`src/rtl/deq_pkg.sv`:
```
// Shared command and status codes for the double-ended queue.
`timescale 1ns / 1ps

package deq_pkg;

  // Command codes carried on the input channel
  typedef enum logic [2:0] {
    CMD_PUSH_FRONT = 3'd0,
    CMD_PUSH_BACK  = 3'd1,
    CMD_READ_INDEX = 3'd2,
    CMD_READ_FRONT = 3'd3,
    CMD_READ_BACK  = 3'd4
  } cmd_t;

  // Status codes carried on the result channel
  typedef enum logic [1:0] {
    ST_OK   = 2'd0,
    ST_ERR  = 2'd1,
    ST_FULL = 2'd2
  } status_t;

  // Per-command outcome handed from the pointer control to the result stage
  typedef struct packed {
    logic    read_ok;
    status_t status;
  } res_info_t;

  localparam int CMD_BITS   = 3;
  localparam int DATA_BITS  = 32;
  localparam int POS_BITS   = 4;
  localparam int COUNT_BITS = 5;

endpackage

```
`src/rtl/deq_if.sv`:
```
// Valid/ready channel interfaces for commands and results of the queue.
`timescale 1ns / 1ps

interface deq_in_if;
  import deq_pkg::*;

  logic                        valid;
  logic                        ready;
  logic [CMD_BITS-1:0]         command;
  logic signed [DATA_BITS-1:0] push_value;
  logic [POS_BITS-1:0]         position;

  modport source (output valid, command, push_value, position, input ready);
  modport sink   (input valid, command, push_value, position, output ready);
endinterface

interface deq_out_if;
  import deq_pkg::*;

  logic                        valid;
  logic                        ready;
  logic signed [DATA_BITS-1:0] read_data;
  logic [1:0]                  status;
  logic [COUNT_BITS-1:0]       entry_count;
  logic                        is_empty;

  modport source (output valid, read_data, status, entry_count, is_empty, input ready);
  modport sink   (input valid, read_data, status, entry_count, is_empty, output ready);
endinterface

```
`src/rtl/deq_mem.sv`:
```
// Single-port entry store with registered read data.
`timescale 1ns / 1ps

module deq_mem #(
  parameter int DEPTH = 16,
  parameter int WIDTH = 32,
  parameter int AW    = 4
) (
  input  logic             clk,
  input  logic             wr_en,
  input  logic             rd_en,
  input  logic [AW-1:0]    addr,
  input  logic [WIDTH-1:0] wr_data,
  output logic [WIDTH-1:0] rd_data
);

  logic [WIDTH-1:0] mem_r [DEPTH];
  logic [WIDTH-1:0] rd_data_r;

  // Write the addressed entry
  always_ff @(posedge clk) begin
    if (wr_en) begin
      mem_r[addr] <= wr_data;
    end
  end

  // Read the addressed entry, hold the data until the next read
  always_ff @(posedge clk) begin
    if (rd_en) begin
      rd_data_r <= mem_r[addr];
    end
  end

  assign rd_data = rd_data_r;

endmodule

```
`src/rtl/deq_ctrl.sv`:
```
// Head pointer and entry count, ring address generation and status decode.
`timescale 1ns / 1ps

module deq_ctrl #(
  parameter int CAPACITY = 16,
  parameter int PW       = 4,
  parameter int CW       = 5
) (
  input  logic                   clk,
  input  logic                   rst_n,
  input  logic                   acc,
  input  logic [2:0]             command,
  input  logic [3:0]             position,
  output logic                   mem_we,
  output logic                   mem_re,
  output logic [PW-1:0]          mem_addr,
  output deq_pkg::res_info_t     info,
  output logic [CW-1:0]          count_nxt,
  output logic [CW-1:0]          cur_count
);
  import deq_pkg::*;

  localparam int CMPW = (CW > POS_BITS) ? CW : POS_BITS;

  logic [PW-1:0] head_r;
  logic [PW-1:0] head_nxt;
  logic [CW-1:0] count_r;
  logic [PW-1:0] offset;
  logic [PW:0]   slot_sum;
  logic          is_full;
  logic          is_empty;
  logic          in_range;
  logic          front_push;

  assign is_full  = (count_r >= CW'(CAPACITY));
  assign is_empty = (count_r == '0);
  assign in_range = (CMPW'(position) < CMPW'(count_r));

  // Decode the command into a store access and pointer updates
  always_comb begin
    mem_we       = 1'b0;
    mem_re       = 1'b0;
    offset       = '0;
    front_push   = 1'b0;
    count_nxt    = count_r;
    info.read_ok = 1'b0;
    info.status  = ST_OK;
    unique case (cmd_t'(command))
      CMD_PUSH_FRONT: begin
        offset = PW'(CAPACITY - 1);
        if (is_full) begin
          info.status = ST_FULL;
        end else begin
          mem_we     = 1'b1;
          front_push = 1'b1;
          count_nxt  = count_r + 1'b1;
        end
      end
      CMD_PUSH_BACK: begin
        offset = PW'(count_r);
        if (is_full) begin
          info.status = ST_FULL;
        end else begin
          mem_we    = 1'b1;
          count_nxt = count_r + 1'b1;
        end
      end
      CMD_READ_INDEX: begin
        offset = PW'(position);
        if (in_range) begin
          mem_re       = 1'b1;
          info.read_ok = 1'b1;
        end else begin
          info.status = ST_ERR;
        end
      end
      CMD_READ_FRONT: begin
        if (is_empty) begin
          info.status = ST_ERR;
        end else begin
          mem_re       = 1'b1;
          info.read_ok = 1'b1;
        end
      end
      CMD_READ_BACK: begin
        offset = PW'(count_r - 1'b1);
        if (is_empty) begin
          info.status = ST_ERR;
        end else begin
          mem_re       = 1'b1;
          info.read_ok = 1'b1;
        end
      end
      default: begin
        info.status = ST_ERR;
      end
    endcase
  end

  // Wrap head plus offset around the ring with one compare and subtract
  assign slot_sum = (PW+1)'(head_r) + (PW+1)'(offset);
  assign mem_addr = (slot_sum >= (PW+1)'(CAPACITY)) ?
                    PW'(slot_sum - (PW+1)'(CAPACITY)) : PW'(slot_sum);

  // Move the head back one slot on an accepted front push
  assign head_nxt = front_push ? mem_addr : head_r;

  // Advance the pointers on each command transfer
  always_ff @(posedge clk) begin
    if (!rst_n) begin
      head_r  <= '0;
      count_r <= '0;
    end else if (acc) begin
      head_r  <= head_nxt;
      count_r <= count_nxt;
    end
  end

  assign cur_count = count_r;

endmodule

```
`src/rtl/double_ended_queue.sv`:
```
// Top level of the double-ended queue: control, entry store and result stages.
`timescale 1ns / 1ps

// Double-ended queue of CAPACITY words of WORD_BITS in a ring store. Commands
// push at the front or back, or read by index, front or back; each command
// gives exactly one result with the read word (sign-extended to 32 bits, zero
// on pushes and errors), a status, the entry count after the command and an
// empty flag. The block takes one command per cycle while results drain. The
// store read and the command outcome register at the command transfer, and
// the output register loads from them once it is free, so each result passes
// through both registers before it is presented. When the result side stalls,
// one more command is taken behind the waiting result and then the input is
// held off. The store has no reset and needs no clearing pass: only entries
// below the count are read.
module double_ended_queue #(
  parameter int CAPACITY  = 16,
  parameter int WORD_BITS = 32
) (
  input  logic     clk,
  input  logic     rst_n,
  deq_in_if.sink   in_if,
  deq_out_if.source out_if
);
  import deq_pkg::*;

  localparam int PW = (CAPACITY > 1) ? $clog2(CAPACITY) : 1;
  localparam int CW = $clog2(CAPACITY + 1);

  logic                 in_acc;
  logic                 mem_we;
  logic                 mem_re;
  logic [PW-1:0]        mem_addr;
  logic [WORD_BITS-1:0] mem_wdata;
  logic [WORD_BITS-1:0] mem_rdata;
  res_info_t            info;
  logic [CW-1:0]        count_nxt;
  logic [CW-1:0]        cur_count;

  logic                  s1_valid_r;
  res_info_t             s1_info_r;
  logic [COUNT_BITS-1:0] s1_count_r;
  logic                  s1_empty_r;
  logic                  s1_adv;

  logic                        out_valid_r;
  logic signed [DATA_BITS-1:0] out_data_r;
  status_t                     out_status_r;
  logic [COUNT_BITS-1:0]       out_count_r;
  logic                        out_empty_r;
  logic signed [DATA_BITS-1:0] s1_data;

  assign in_acc      = in_if.valid & in_if.ready;
  assign s1_adv      = s1_valid_r & (~out_valid_r | out_if.ready);
  assign in_if.ready = ~s1_valid_r | s1_adv;

  // Keep the low WORD_BITS of the sign-extended push word
  assign mem_wdata = WORD_BITS'(in_if.push_value);

  deq_ctrl #(
    .CAPACITY (CAPACITY),
    .PW       (PW),
    .CW       (CW)
  ) u_ctrl (
    .clk       (clk),
    .rst_n     (rst_n),
    .acc       (in_acc),
    .command   (in_if.command),
    .position  (in_if.position),
    .mem_we    (mem_we),
    .mem_re    (mem_re),
    .mem_addr  (mem_addr),
    .info      (info),
    .count_nxt (count_nxt),
    .cur_count (cur_count)
  );

  deq_mem #(
    .DEPTH (CAPACITY),
    .WIDTH (WORD_BITS),
    .AW    (PW)
  ) u_mem (
    .clk     (clk),
    .wr_en   (mem_we & in_acc),
    .rd_en   (mem_re & in_acc),
    .addr    (mem_addr),
    .wr_data (mem_wdata),
    .rd_data (mem_rdata)
  );

  // Hold the command outcome while the store read completes
  always_ff @(posedge clk) begin
    if (!rst_n) begin
      s1_valid_r <= 1'b0;
    end else if (in_acc) begin
      s1_valid_r <= 1'b1;
    end else if (s1_adv) begin
      s1_valid_r <= 1'b0;
    end
  end

  always_ff @(posedge clk) begin
    if (in_acc) begin
      s1_info_r  <= info;
      s1_count_r <= COUNT_BITS'(count_nxt);
      s1_empty_r <= (count_nxt == '0);
    end
  end

  // Sign-extend the stored word, drop it on pushes and errors
  assign s1_data = s1_info_r.read_ok ? DATA_BITS'($signed(mem_rdata)) : '0;

  // Output register: load on advance, drop on result transfer
  always_ff @(posedge clk) begin
    if (!rst_n) begin
      out_valid_r <= 1'b0;
    end else if (s1_adv) begin
      out_valid_r <= 1'b1;
    end else if (out_if.ready) begin
      out_valid_r <= 1'b0;
    end
  end

  always_ff @(posedge clk) begin
    if (s1_adv) begin
      out_data_r   <= s1_data;
      out_status_r <= s1_info_r.status;
      out_count_r  <= s1_count_r;
      out_empty_r  <= s1_empty_r;
    end
  end

  assign out_if.valid       = out_valid_r;
  assign out_if.read_data   = out_data_r;
  assign out_if.status      = out_status_r;
  assign out_if.entry_count = out_count_r;
  assign out_if.is_empty    = out_empty_r;

  // Count never passes the capacity
  assert property (@(posedge clk) disable iff (!rst_n)
    cur_count <= CW'(CAPACITY))
    else $error("entry count exceeds capacity");

  // Count moves only after a command transfer
  assert property (@(posedge clk) disable iff (!rst_n)
    !in_acc |=> $stable(cur_count))
    else $error("entry count changed without a command");

  // Errors and refused pushes carry zero data
  assert property (@(posedge clk) disable iff (!rst_n)
    (out_valid_r && out_status_r != ST_OK) |-> (out_data_r == '0))
    else $error("nonzero data on error result");

  // An empty flag implies a zero count field
  assert property (@(posedge clk) disable iff (!rst_n)
    (out_valid_r && out_empty_r) |-> (out_count_r == '0))
    else $error("empty flag with nonzero count");

endmodule

```
`src/flat_wrapper.sv`:
```
// flat-port wrapper written by rule: the top's interface ports become plain ports
module double_ended_queue_flat import deq_pkg::*;
#(
  parameter int CAPACITY  = 16,
  parameter int WORD_BITS = 32
)
  (clk, rst_n, in_if_valid, in_if_command, in_if_push_value, in_if_position, in_if_ready, out_if_valid, out_if_read_data, out_if_status, out_if_entry_count, out_if_is_empty, out_if_ready);
  deq_in_if in_if_i ();
  deq_out_if out_if_i ();
  input  logic clk;
  input  logic rst_n;
  input wire logic [$bits(in_if_i.valid)-1:0] in_if_valid;
  input wire logic [$bits(in_if_i.command)-1:0] in_if_command;
  input wire logic [$bits(in_if_i.push_value)-1:0] in_if_push_value;
  input wire logic [$bits(in_if_i.position)-1:0] in_if_position;
  output wire logic [$bits(in_if_i.ready)-1:0] in_if_ready;
  output wire logic [$bits(out_if_i.valid)-1:0] out_if_valid;
  output wire logic [$bits(out_if_i.read_data)-1:0] out_if_read_data;
  output wire logic [$bits(out_if_i.status)-1:0] out_if_status;
  output wire logic [$bits(out_if_i.entry_count)-1:0] out_if_entry_count;
  output wire logic [$bits(out_if_i.is_empty)-1:0] out_if_is_empty;
  input wire logic [$bits(out_if_i.ready)-1:0] out_if_ready;
  assign in_if_i.valid = in_if_valid;
  assign in_if_i.command = in_if_command;
  assign in_if_i.push_value = in_if_push_value;
  assign in_if_i.position = in_if_position;
  assign in_if_ready = in_if_i.ready;
  assign out_if_valid = out_if_i.valid;
  assign out_if_read_data = out_if_i.read_data;
  assign out_if_status = out_if_i.status;
  assign out_if_entry_count = out_if_i.entry_count;
  assign out_if_is_empty = out_if_i.is_empty;
  assign out_if_i.ready = out_if_ready;
  double_ended_queue #(.CAPACITY(CAPACITY), .WORD_BITS(WORD_BITS)) u_core (.clk(clk), .rst_n(rst_n), .in_if(in_if_i), .out_if(out_if_i));
endmodule
```
`config.mk`:
```
export PLATFORM = sky130hd
export DESIGN_NAME = double_ended_queue_flat
export DESIGN_NICKNAME = d
export VERILOG_FILES = /design/src/rtl/deq_pkg.sv /design/src/rtl/deq_if.sv /design/src/rtl/deq_mem.sv /design/src/rtl/deq_ctrl.sv /design/src/rtl/double_ended_queue.sv /design/src/flat_wrapper.sv
export SDC_FILE = /design/constraint.sdc
export NUM_CORES = 1
export LEC_CHECK = 0
export ABC_AREA = 1
export BUFFER_PORTS_ARGS = -buffer_cell sky130_fd_sc_hd__buf_2
export CAP_MARGIN = 40
export CORE_ASPECT_RATIO = 0.5
export CORE_MARGIN = 10
export CORE_UTILIZATION = 44
export DETAILED_ROUTE_END_ITERATION = 6
export GPL_TIMING_DRIVEN = 0
export PLACE_DENSITY = 0.68
export SETUP_SLACK_MARGIN = 0.2
export SYNTH_ARGS = -nofsm -noshare
export SYNTH_HDL_FRONTEND = slang
export SYNTH_SLANG_ARGS = --single-unit
```
`constraint.sdc`:
```
create_clock -name clk -period 11.9 [get_ports clk]
set_clock_uncertainty 0.15 [all_clocks]
set_input_delay 1.19 -clock clk [delete_from_list [all_inputs] [get_ports clk]]
set_output_delay 1.19 -clock clk [all_outputs]
set_load 0.02 [all_outputs]
```
======== Word level (Yosys, flattened, before mapping) ========
Memory sizes are Yosys's and may differ from the RTL's. A register that Yosys moved wholly into a read port is not among the register bits.
Cells that the tools add are included.
operators by class
  bitwise logic cells ..................... 8
  $add $sub $neg .......................... 4
  muxes and demuxes ....................... 20
  reductions and logical operators ........ 8
  order comparisons ....................... 3
  equality and inequality tests ........... 4
operator list
  kind                   count
  $pmux W4 S4            1
  $mux W1                13
  $ge A5 B5 Y1 const B   2
  $logic_not A5 Y1       2
  $mux W5                2
  $sub A4 B1 Y4 const B  2
  $eq A3 B2 Y1 const B   2
  $pmux W2 S3            1
  $add A4 B4 Y5          1
  $add A5 B1 Y5 const B  1
  $lt A4 B5 Y1           1
  $and A1 B1 Y1          4
  $mux W4                1
  $reduce_bool A2 Y1     2
  $reduce_or A2 Y1       2
  $eq A3 B1 Y1 const B   1
  $eq A3 B3 Y1 const B   1
  $logic_not A3 Y1       1
  $mux W2                1
  $not A1 Y1             2
  $or A1 B1 Y1           2
  $pmux W1 S2            1
  $reduce_and A2 Y1      1
storage, ports and cells
  memories kept ........................... 1
  RAM bits ................................ 512
  output and inout port bits .............. 42
  register bits after elaboration ......... 60
  input bits .............................. 43
  logic and storage cells ................. 60
memory list
  name                depth  bits a word  read ports  clocked after memory_dff  wr ports  line           RTL
  u_core.u_mem.mem_r  16     32           1           1                         1         deq_mem.sv:17  logic [WIDTH-1:0] mem_r [DEPTH];

======== Logic depth before layout (Yosys ltp) ========
Gate-level depths: netlist of run 1.
  word-level depth ........................ 8
  mapped depth ............................ 18
  depth with buffers taken out ............ 16

======== Modules after synthesis ========
A second synthesis of run 1 with hierarchy kept.
unflattened totals
  cell total of the unflattened synthesis .. 2,384
  area, all modules ....................... 25,264.2 µm²
by module, submodules not included
  module              instances  area an instance (µm²)  cells each
  deq_mem             1          22,534.1                2,113
  double_ended_queue  1          1,861.8                 137
  deq_ctrl            1          868.3                   134

======== Least setup slack after synthesis of run 1 ========
Ideal clock, no wire load.
  path kind ............................... input -> register
  start ................................... in in_if_command[2]
  end ..................................... mem u_core.u_mem.mem_r[12][0], enable pin
  data arrival time ....................... 4,450 ps
  setup time .............................. 421 ps
  stages on the path ...................... 14
  path buffers ............................ 2
  required time ........................... 11,329 ps
  slack ................................... 6,879 ps
  cells stage by stage .................... inv_1 -> nand2_1 -> nor2_1 -> nand2_1 -> o211ai_1 -> ha_1 -> inv_1 -> fa_1 -> inv_2 -> nor2_2 -> buf_2 -> buf_2 -> nand2_1 -> nor2_1
on the way
  cells in the longest elaborated chain, start to end .. 6
RTL lines
  item                                                   line                RTL
  start: declaration                                     flat_wrapper.sv:13  input wire logic [$bits(in_if_i.command)-1:0] in_if_command;
  branches (longest 6 deep; another with $add A4 B4 Y5)  -
  end: declaration                                       deq_mem.sv:17
Parallel ways; which one is timed is not known.

======== Worst setup path in the final report of run 1 ========
  start ................................... in in_if_command[2]
  end ..................................... mem u_core.u_mem.mem_r[10][13], enable pin
Same word-level chain as after synthesis.

==> results of run 1 <==
[logic make-up after synthesis]
family | Yosys count
simple gates | 919
flops | 604
buf+inv | 149
compound gates | 94
fa+ha+maj | 10
xor+xnor | 5
[through the flow]
step / utilization, % / cells
2_1_floorplan: - / 1781
5_1_grt: 51.5 / 2683
3_5_place_dp: 48.2 / 2585
6_report: 51.5 / 2683
4_1_cts: 51.5 / 2683
3_3_place_gp: 47.2 / 2566
[flip-flops by register name, indices dropped and copies added (netlist names), 3 cells and up]
signal                     flops
u_core.s1_count_r              5
u_core.out_if.read_data       32
u_core.u_ctrl.head_r           4
u_core.u_mem.mem_r           512
u_core.u_ctrl.cur_count        5
u_core.s1_info_r               3
u_core.u_mem.rd_data          32
u_core.out_if.entry_count      5
[final timing paths]
path,from,endpoint,slack (ns),cells past startpoint
worst min-delay path,u_core.s1_count_r[0]$_DFFE_PP_,u_core.out_if.entry_count[0]$_DFFE_PP_,0.27,0
worst max register to register,u_core.u_ctrl.cur_count[0]$_SDFFE_PN0P_,u_core.u_mem.mem_r[10][13]$_DFFE_PP_,7.19,13
worst min register to register,u_core.s1_count_r[0]$_DFFE_PP_,u_core.out_if.entry_count[0]$_DFFE_PP_,0.27,0
worst max-delay path,in_if_command[2],u_core.u_mem.mem_r[10][13]$_DFFE_PP_,6.83,15
[worst reg2reg max path, stage by stage, from the launching register on]
cell	delay [ns]
dfxtp_1	0.46
inv_2	0.13
ha_1	0.31
inv_1	0.06
o21ai_0	0.15
nand3_1	0.15
inv_1	0.10
fa_1	0.48
nor2_1	0.37
buf_2	0.36
buf_2	0.35
nand2_1	0.31
nor2_4	0.79
buf_16	0.26
[synth_stat cells]
| library cell | count |
|---|---|
| clkbuf_1 | 12 |
| nor2_4 | 1 |
| o211ai_1 | 2 |
| buf_4 | 4 |
| xor2_1 | 3 |
| nand2_4 | 1 |
| nor2_1 | 29 |
| nand4_1 | 101 |
| fa_1 | 1 |
| nand2_2 | 2 |
| nand3_1 | 41 |
| a21oi_1 | 11 |
| xnor2_2 | 1 |
| nand3_2 | 2 |
| ha_1 | 9 |
| nor2_2 | 4 |
| inv_2 | 7 |
| a211oi_1 | 1 |
| a22oi_1 | 64 |
| o21ai_0 | 13 |
| nor3_1 | 2 |
| edfxtp_1 | 593 |
| inv_1 | 60 |
| nand2_1 | 736 |
| buf_2 | 63 |
| dfxtp_1 | 11 |
| xnor2_1 | 1 |
| o221ai_1 | 1 |
| buf_6 | 3 |
| o21ai_1 | 2 |
[cell type report]
type	count	share of cell area (%)
sequential	604	67.1
tap	701	3.27
buffer	82	1.58
timing repair buffer	103	3.00
clock buffer	76	5.33
clock inverter	22	1.02
inverter	67	0.936
multi-input combinational	1028	17.7
[routing by layer]
layer / routed length [um] / track usage [%] / share of wire [%] / vias to the layer above
li1: - / - / - / 6609
met1: 25000 / 26.9 / 40 / 7147
met2: 28500 / 30.4 / 45 / 925
met3: 7510 / 4.23 / 12 / 142
met4: 2090 / 6.88 / 3.3 / 2
met5: 13 / 0 / 0.021 / -
[where the power goes]
group	switching (mW)	internal, mW	total (mW)
Sequential	0.00917	2.38	2.39
Combinational	0.407	0.143	0.549
Clock	0.762	0.951	1.71
Total	1.18	3.47	4.65
==> results.json, run 1 <==
{
  "clk_latency_ns": 0.60,
  "overflow": 0,
  "final_common_cell": "nand2_1",
  "worst_pin_slew_ns": 1.02,
  "finalWorstSetupSlack_ns": 6.83,
  "whs_ns": 0.268,
  "slew_viol_final": 0,
  "cts_tree": "done",
  "cts_buffers": 53,
  "grt_setup_unrepaired": "no",
  "syn-num-nets": 1834,
  "synth-compound-area-share_pct": 2.75,
  "drt-pass1-iter-count": 6,
  "postCtsSetupRepairBufs": 0,
  "timing.final.crit_period_ns": 5.07,
  "placed_cell_area_um2": 25200,
  "critPathMaxStageDelay_ns": 0.79,
  "multi_input_area_um2": 4770,
  "rows": 59,
  "crit_path_end_kind": "flip-flop",
  "cts.path.max_buffers": 3,
  "gp_congestion": 0.852,
  "drt_iter0_markers": 2034,
  "cp_top_family": "simple AND/OR/NAND/NOR gates",
  "crit_slowest_cell": "nor2_4",
  "synth_top_area_share_pct": 76.3,
  "die_h_um": 183,
  "hold_viol_final": 0,
  "cts_sinks": 604,
  "p_per_area_nw_per_um2": 173,
  "cts-resized-gates": 0,
  "hold_buffers": 0,
  "required_ns": 12.04,
  "yosys-top-cells-area": "edfxtp_1, nand2_1, nand4_1",
  "fin_area_um2": 26900,
  "synthMuxAreaShare_pct": 0,
  "hold_class": "flip-flop to flip-flop",
  "maxCapViolCount": 0,
  "grt.total_usage_pct": 19.5,
  "seq_area_frac_synth_pct": 77.3,
  "start_util_pct": 44.7,
  "dp_hpwl_um": 39900,
  "io_pins": 85,
  "antenna_found_initial": 1,
  "ir_drop_mv": 0.112,
  "synth_xor_area_share_pct": 0.220,
  "fill_cells": 4270,
  "crit_type": "input pin to flip-flop",
  "grt_first_pass_wirelength_um": 92800,
  "setup_tns_ns": 0,
  "power_mw": 4.65,
  "netlist_instances": 1781,
  "yosys.area_share.simple_pct": 16.3,
  "fmax_mhz": 197,
  "avgSynthCellArea_um2": 13.1,
  "crit_buf_inv": 6,
  "yosys_warnings": 0,
  "crit_arrival_ns": 5.21,
  "max_slew_margin_pct": 32.1,
  "grt_max_degree": 26,
  "dieWidth_um": 346,
  "place_ws_ns": 6.39,
  "diodes": 0,
  "synth_cell_types": 30,
  "syn2layout_area_growth_pct": 15.1,
  "status": "finished, final reports clean",
  "dr_total_vias": 14800,
  "grt_pass1_vias": 14400,
  "ff_latch_area_um2": 18000,
  "clk_pin_slew_ns": 0.06,
  "layout-drive-gt1-share_pct": 14.2,
  "routed_via_density": 5.53,
  "finalWirelength_um": 63200,
  "synthAdderAreaFrac_pct": 0.569,
  "worstPathMaxFanout": 20,
  "yosysTopAreaCell": "edfxtp_1",
  "synth_top_family_by_area": "simple AND/OR/NAND/NOR gates",
  "dieArea_um2": 63200,
  "drc": 0,
  "coreArea_um2": 52200,
  "ant_nets": 0,
  "ys_seq_elements": 604,
  "final_cell_mix": "nand2_1, edfxtp_1, buf_2, nand4_1, a22oi_1",
  "nNetsFinal": 1992,
  "port_buffers": 84,
  "worstPathCellList": "buf_2, inv_1, nand2_1, nor2_1, nand2_1, o211ai_1, ha_1, inv_1, fa_1, nor2_1, buf_2, buf_2, nand2_1, nor2_4, buf_16",
  "start_kind": "input pin",
  "cts-root-buf": "clkbuf_16",
  "setup_viol": 0,
  "leakage_nw": 9.80,
  "wl_per_cell_um": 23.5,
  "fin_crit_sh_pct": 42.6,
  "h-tree-depth": 2,
  "netlist_area_um2": 23300
}
Note: power is estimated with default switching activity, not from simulation.
==> inputs of run 2 (changes only) <==
--- a/config.mk
+++ b/config.mk
@@ -5,7 +5,7 @@
 export SDC_FILE = /design/constraint.sdc
 export NUM_CORES = 1
 export LEC_CHECK = 0
-export ABC_AREA = 1
+export ABC_AREA = 0
 export BUFFER_PORTS_ARGS = -buffer_cell sky130_fd_sc_hd__buf_2
 export CAP_MARGIN = 40
 export CORE_ASPECT_RATIO = 0.5
==> constraint.sdc (replaced) <==
create_clock -name clk -period 4.88 [get_ports clk]
set_clock_uncertainty 0.15 [all_clocks]
set_input_delay 0.488 -clock clk [delete_from_list [all_inputs] [get_ports clk]]
set_output_delay 0.488 -clock clk [all_outputs]
set_load 0.02 [all_outputs]
==> results.json, run 2 <==
{
  "status": "finished, final reports clean",
  "regMostFlops": "u_core.u_mem.mem_r",
  "crit_arrival_ns": 4.69,
  "max_slew_margin_pct": 36.5,
  "ys_seq_elements": 604,
  "maxCapViolCount": 0,
  "required_ns": 5.01,
  "grt_util_met1_pct": 22.0,
  "syn2layout_area_growth_pct": 17.3,
  "grt_setup_unrepaired": "no",
  "yosysTopAreaCell": "edfxtp_1",
  "crit_slowest_cell": "dfxtp_1",
  "largest_reg_flops": 512,
  "place_ws_ns": -0.579,
  "worstPathCellList": "inv_1, ha_1, a21oi_1, a21oi_1, o21a_1, inv_1, ha_1, a21o_1, a21oi_1, xnor2_2, xor2_1, buf_4, nand2_1, nor2_4, buf_16",
  "netlist_instances": 1128,
  "final_common_cell": "edfxtp_1",
  "r2r_cells": 15,
  "critPathMostFrequentCell": "a21oi_1",
  "cts_sinks": 604,
  "cts.path.max_buffers": 3,
  "synth.top_cells.by_count": "edfxtp_1, nand3_1, mux4_2",
  "dieWidth_um": 344,
  "netlist_area_um2": 23100,
  "grt.total_usage_pct": 16.9,
  "ys.flop_type": "edfxtp_1",
  "drt_iter0_markers": 1237,
  "fin_crit_sh_pct": 93.4,
  "gp_congestion": 0.822,
  "layout-drive-gt1-share_pct": 28.3,
  "p_per_area_nw_per_um2": 397,
  "crit_path_end_kind": "flip-flop",
  "synth_cell_types": 42,
  "setup.worst_path.start": "u_core.u_ctrl.cur_count[1]$_SDFFE_PN0P_",
  "drc": 0,
  "cts_buffers": 54,
  "dieArea_um2": 62700,
  "grtUsageMet2_pct": 28.3,
  "worstPathMaxFanout": 15,
  "grt_max_degree": 26,
  "cp_top_family": "compound AO/OA/AOI/OAI gates",
  "synth_top_area_share_pct": 77.0,
  "grt_pass1_vias": 12500,
  "setup_viol": 0,
  "dp_hpwl_um": 33700,
  "antenna_found_initial": 1,
  "finalWorstSetupSlack_ns": 0.323,
  "h-tree-depth": 2,
  "port_buffers": 83,
  "hold_viol_final": 0,
  "top_usage_layer": "met2",
  "cts_tree": "done",
  "yosys-top-cells-area": "edfxtp_1, mux4_2, nand3_1",
  "r2r_start": "u_core.u_ctrl.cur_count[1]$_SDFFE_PN0P_",
  "synth_edf_count": 593,
  "crit_type": "flip-flop to flip-flop",
  "fmax_mhz": 219,
  "crit_buf_inv": 4,
  "endpoint": "u_core.u_mem.mem_r[15][12]$_DFFE_PP_",
  "grt_first_pass_wirelength_um": 80000,
  "slew_viol_final": 0,
  "critPathMaxStageDelay_ns": 0.54,
  "ff_latch_area_um2": 18000,
  "final_cell_mix": "edfxtp_1, nand3_1, mux4_2, buf_2, clkbuf_16",
  "clk_pin_slew_ns": 0.07,
  "async_flop_share_pct": 0,
  "worst_pin_slew_ns": 0.952,
  "routed_via_density": 5.84,
  "multi_input_area_um2": 4840,
  "avgSynthCellArea_um2": 20.5,
  "ir_drop_mv": 0.248,
  "die_h_um": 182,
  "diodes": 0,
  "syn-num-nets": 1181,
  "start_util_pct": 44.5,
  "ant_nets": 0,
  "r2r-end": "u_core.u_mem.mem_r[15][12]$_DFFE_PP_",
  "finalWirelength_um": 53600,
  "nNetsFinal": 1370,
  "coreArea_um2": 52000,
  "start_kind": "flip-flop",
  "hold_class": "input pin to flip-flop",
  "yosysMostFrequentCell": "edfxtp_1",
  "r2r_slack_ns": 0.32,
  "dr_total_vias": 12000,
  "seq_area_frac_synth_pct": 78.0,
  "overflow": 0,
  "met3_usage_pct": 3.40,
  "rows": 59,
  "leakage_nw": 8.71,
  "wl_per_cell_um": 26.0,
  "yosys_warnings": 0,
  "drt-pass1-iter-count": 5,
  "clk_latency_ns": 0.60,
  "fill_cells": 3981,
  "whs_ns": 0.0259,
  "io_pins": 85,
  "cts-root-buf": "clkbuf_16",
  "timing.final.crit_period_ns": 4.56,
  "worstSetupPathDepth": 15
}
## run 2: cell count changes after synthesis, moves of 5 or more
cell	previous run	this run
a21oi_1	11	6
buf_2	63	16
inv_1	60	10
nand2_1	736	19
nand3_1	41	130
xnor2_1	1	8
and2_1	0	35
nand4_1	101	35
a22oi_1	64	0
mux4_2	0	128
clkbuf_1	12	38
## run 2: per-layer routing
layer,up-vias,share of wire [%]
li1,5016,-
met1,6310,39
met2,581,50
met3,128,8.2
met4,2,3.2
met5,-,0.024
## run 2: how the worst min path moves through the flow
stage / startpoint / to / slack (ns) / cells past startpoint
global route: in_if_valid / u_core.s1_valid_r$_SDFFE_PN0P_ / 0.07 / 3
global placement: u_core.s1_info_r[0]$_DFFE_PP_ / u_core.out_if.status[0]$_DFFE_PP_ / 0.26 / 0
detailed placement: u_core.s1_info_r[1]$_DFFE_PP_ / u_core.out_if.status[1]$_DFFE_PP_ / 0.25 / 0
CTS: in_if_valid / u_core.s1_valid_r$_SDFFE_PN0P_ / 0.01 / 3
finish: in_if_valid / u_core.s1_valid_r$_SDFFE_PN0P_ / 0.03 / 3
floorplan: u_core.s1_count_r[0]$_DFFE_PP_ / u_core.out_if.entry_count[0]$_DFFE_PP_ / 0.25 / 0
## run 2: final cells by class
cell class	instances	area share (%)
well taps	701	3.23
clock buffers	70	5.28
multi-input cells	443	17.8
plain buffers	68	1.27
flip-flops and latches	604	66.5
clock inverters	29	0.936
repair buffers	133	4.80
inverters	13	0.180
## run 2: metrics by stage
stage / setup TNS, ns / power [mW] / cells / utilization (%) / area [um2]
after floorplan: 0 / 6.44 / 1128 / - / 23100
after global placement: -982.03 / 6.73 / 1912 / 47.0 / 24400
after detailed placement: -82.68 / 6.78 / 1934 / 48.1 / 25000
after CTS: 0 / 10.8 / 2056 / 52.1 / 27100
after global routing: 0 / 11.1 / 2061 / 52.2 / 27100
final: 0 / 10.8 / 2061 / 52.2 / 27100
## run 2: timing repair
action | CTS | global route
buffers inserted | 22 | 5
setup endpoints to repair | 376 | 391
resized for setup | 1 | 3
hold endpoints to repair | 1 | 0
pin swaps | 15 | 2
hold buffers | 1 | 0
## run 2: logic make-up (layout without fill, tap and decap cells)
group	count (synthesis)	in the layout	synth area share [%]
flip-flops	604	604	78.0
AND/OR/NAND/NOR	256	256	5.75
multiplexers	128	128	12.5
buffers and inverters	81	313	1.69
AO/OA/AOI/OAI	38	38	1.11
XOR/XNOR	11	11	0.449
adder cells (fa/ha/maj)	10	10	0.574
## run 2: power breakdown
group	internal, mW	total, mW	switching [mW]
sequential	5.77	5.79	0.0154
clock	2.28	4.09	1.81
combinational	0.345	0.895	0.550
## run 2: worst min-delay path, delay by kind of cell
family | cells | cell delay, ns
compound gates | 1 | 0.08
buf+inv | 2 | 0.14
==> inputs of run 3 (changes only) <==
--- a/config.mk
+++ b/config.mk
@@ -10,10 +10,11 @@
 export CAP_MARGIN = 40
 export CORE_ASPECT_RATIO = 0.5
 export CORE_MARGIN = 10
-export CORE_UTILIZATION = 44
+export CORE_UTILIZATION = 45
 export DETAILED_ROUTE_END_ITERATION = 6
 export GPL_TIMING_DRIVEN = 0
-export PLACE_DENSITY = 0.68
+export PLACE_DENSITY = 0.69
+export RECOVER_POWER = 100
 export SETUP_SLACK_MARGIN = 0.2
 export SYNTH_ARGS = -nofsm -noshare
 export SYNTH_HDL_FRONTEND = slang
==> results.json, run 3 (synthesis results as in run 2) <==
{
  "regMostFlops": "u_core.u_mem.mem_r",
  "required_ns": 4.97,
  "grt.total_usage_pct": 17.3,
  "maxCapViolCount": 2,
  "ant_nets": 0,
  "worstSetupPathDepth": 11,
  "wl_per_cell_um": 26.5,
  "layout-drive-gt1-share_pct": 21.2,
  "cts_sinks": 604,
  "finalWirelength_um": 54200,
  "start_util_pct": 45.8,
  "p_per_area_nw_per_um2": 399,
  "worstPathMaxFanout": 10,
  "r2r_slack_ns": 0.24,
  "die_h_um": 180,
  "crit_buf_inv": 3,
  "h-tree-depth": 2,
  "endpoint": "u_core.u_mem.mem_r[7][25]$_DFFE_PP_",
  "drt_iter0_markers": 1416,
  "cts_tree": "done",
  "crit_arrival_ns": 4.73,
  "drt-pass1-iter-count": 7,
  "fmax_mhz": 215,
  "clk_latency_ns": 0.58,
  "crit_slowest_cell": "nor2_1",
  "dieWidth_um": 341,
  "crit_path_end_kind": "flip-flop",
  "status": "finished with violations",
  "grt_pass1_vias": 12300,
  "r2r_cells": 11,
  "hold_class": "input pin to flip-flop",
  "ir_drop_mv": 0.203,
  "antenna_found_initial": 0,
  "syn2layout_area_growth_pct": 15.4,
  "routed_via_density": 5.88,
  "critPathMaxStageDelay_ns": 0.60,
  "drc": 0,
  "final_core_util_pct": 52.8,
  "cp_top_family": "buffers and inverters",
  "hold_viol_final": 0,
  "diodes": 0,
  "largest_reg_flops": 512,
  "fin_crit_sh_pct": 95.1,
  "crit_type": "flip-flop to flip-flop",
  "timing.final.crit_period_ns": 4.64,
  "nNetsFinal": 1367,
  "final_common_cell": "edfxtp_1",
  "r2r-end": "u_core.u_mem.mem_r[7][25]$_DFFE_PP_",
  "grt_setup_unrepaired": "no",
  "coreArea_um2": 50500,
  "io_pins": 85,
  "hold_path_depth": 2,
  "setup_viol": 0,
  "slew_viol_final": 43,
  "violations": "max-capacitance violations, max-slew violations",
  "grt_first_pass_wirelength_um": 80300,
  "worst_pin_slew_ns": 1.69,
  "cts_buffers": 53,
  "setup.worst_path.start": "u_core.u_ctrl.cur_count[1]$_SDFFE_PN0P_",
  "r2r_start": "u_core.u_ctrl.cur_count[1]$_SDFFE_PN0P_",
  "grt_max_degree": 26,
  "gp_congestion": 0.795,
  "dieArea_um2": 61400,
  "leakage_nw": 8.36,
  "cts-root-buf": "clkbuf_16",
  "power_mw": 10.6,
  "start_kind": "flip-flop",
  "cts.path.max_buffers": 3,
  "worstPathCellList": "inv_1, ha_1, a21oi_1, a21oi_1, o21a_1, fa_1, xnor2_1, clkbuf_1, nand2_1, nor2_1, clkbuf_1",
  "dr_total_vias": 12000,
  "port_buffers": 83,
  "clk_pin_slew_ns": 0.07,
  "dp_hpwl_um": 34400,
  "rows": 58,
  "overflow": 0,
  "final_cell_mix": "edfxtp_1, clkbuf_1, nand3_1, mux4_2, clkbuf_16",
  "max_slew_margin_pct": -12.7
}
## run 3: cell count changes in the layout (fill, tap and decap cells not counted), sizes merged
cell         before  now
clkbuf          108  201
clkinv           22   23
dlygate4sd3       1    0
inv              15   13
buf             162   67
clkinvlp          1    0
bufinv            4    3
## run 3: layer usage
metal | up-vias | track usage, % | wire length (um)
met5 | - | 0 | 0
met4 | 0 | 4.98 | 1520
met3 | 105 | 3.55 | 5010
met2 | 654 | 28.3 | 26600
met1 | 6270 | 23.2 | 21000
li1 | 4999 | - | -
## run 3: worst min-delay path by stage
stage                                        start                                      end  slack, ns
finish                                       rst_n  u_core.u_ctrl.cur_count[1]$_SDFFE_PN0P_       0.03
global route                                 rst_n  u_core.u_ctrl.cur_count[1]$_SDFFE_PN0P_       0.03
CTS                                          rst_n  u_core.u_ctrl.cur_count[1]$_SDFFE_PN0P_       0.02
detailed placement  u_core.s1_count_r[1]$_DFFE_PP_   u_core.out_if.entry_count[1]$_DFFE_PP_       0.26
global placement    u_core.s1_count_r[2]$_DFFE_PP_   u_core.out_if.entry_count[2]$_DFFE_PP_       0.25
floorplan           u_core.s1_count_r[0]$_DFFE_PP_   u_core.out_if.entry_count[0]$_DFFE_PP_       0.25
## run 3: final cells by class
class                   instances  area, um2
flip-flops and latches        604      18000
clock inverters                26        203
fillers                      3870      23800
well taps                     690        863
clock buffers                  69       1420
inverters                      13       48.8
multi-input cells             443       4750
repair buffers                131       1020
plain buffers                  68        344
## run 3: power breakdown
group          switching [mW]  internal, mW  leakage (nW)
Clock                    1.77          2.20         0.792
Sequential             0.0162          5.77          5.46
Combinational           0.549         0.329          2.10
## run 3: worst reg2reg max path: cells and delay by family, from the launching register on
kind	cells	cell delay [ns]
compound gates	3	0.47
xor+xnor	1	0.50
fa+ha+maj	2	0.78
buf+inv	3	1.00
flops	1	0.51
simple gates	2	0.89
## run 3: what timing repair did
action                                  in CTS  in global routing
endpoints found under the setup margin     394                390
gates resized for setup                      1                  2
hold buffers                                 0                  0
pin swaps                                   11                  5
setup buffers                               18                  8
## run 3: stage by stage
step | area [um2] | setup slack [ns] | hold WS, ns | setup TNS [ns] | std cells
after floorplan | 23100 | 0.231 | 0.250 | 0 | 1128
final | 26700 | 0.238 | 0.0334 | 0 | 2044
after global routing | 26700 | 0.0276 | 0.0343 | 0 | 2044
after CTS | 26900 | 0.211 | 0.0182 | 0 | 2036
after global placement | 24400 | -2.38 | 0.254 | -995.81 | 1901
after detailed placement | 25000 | -0.592 | 0.255 | -74.75 | 1923
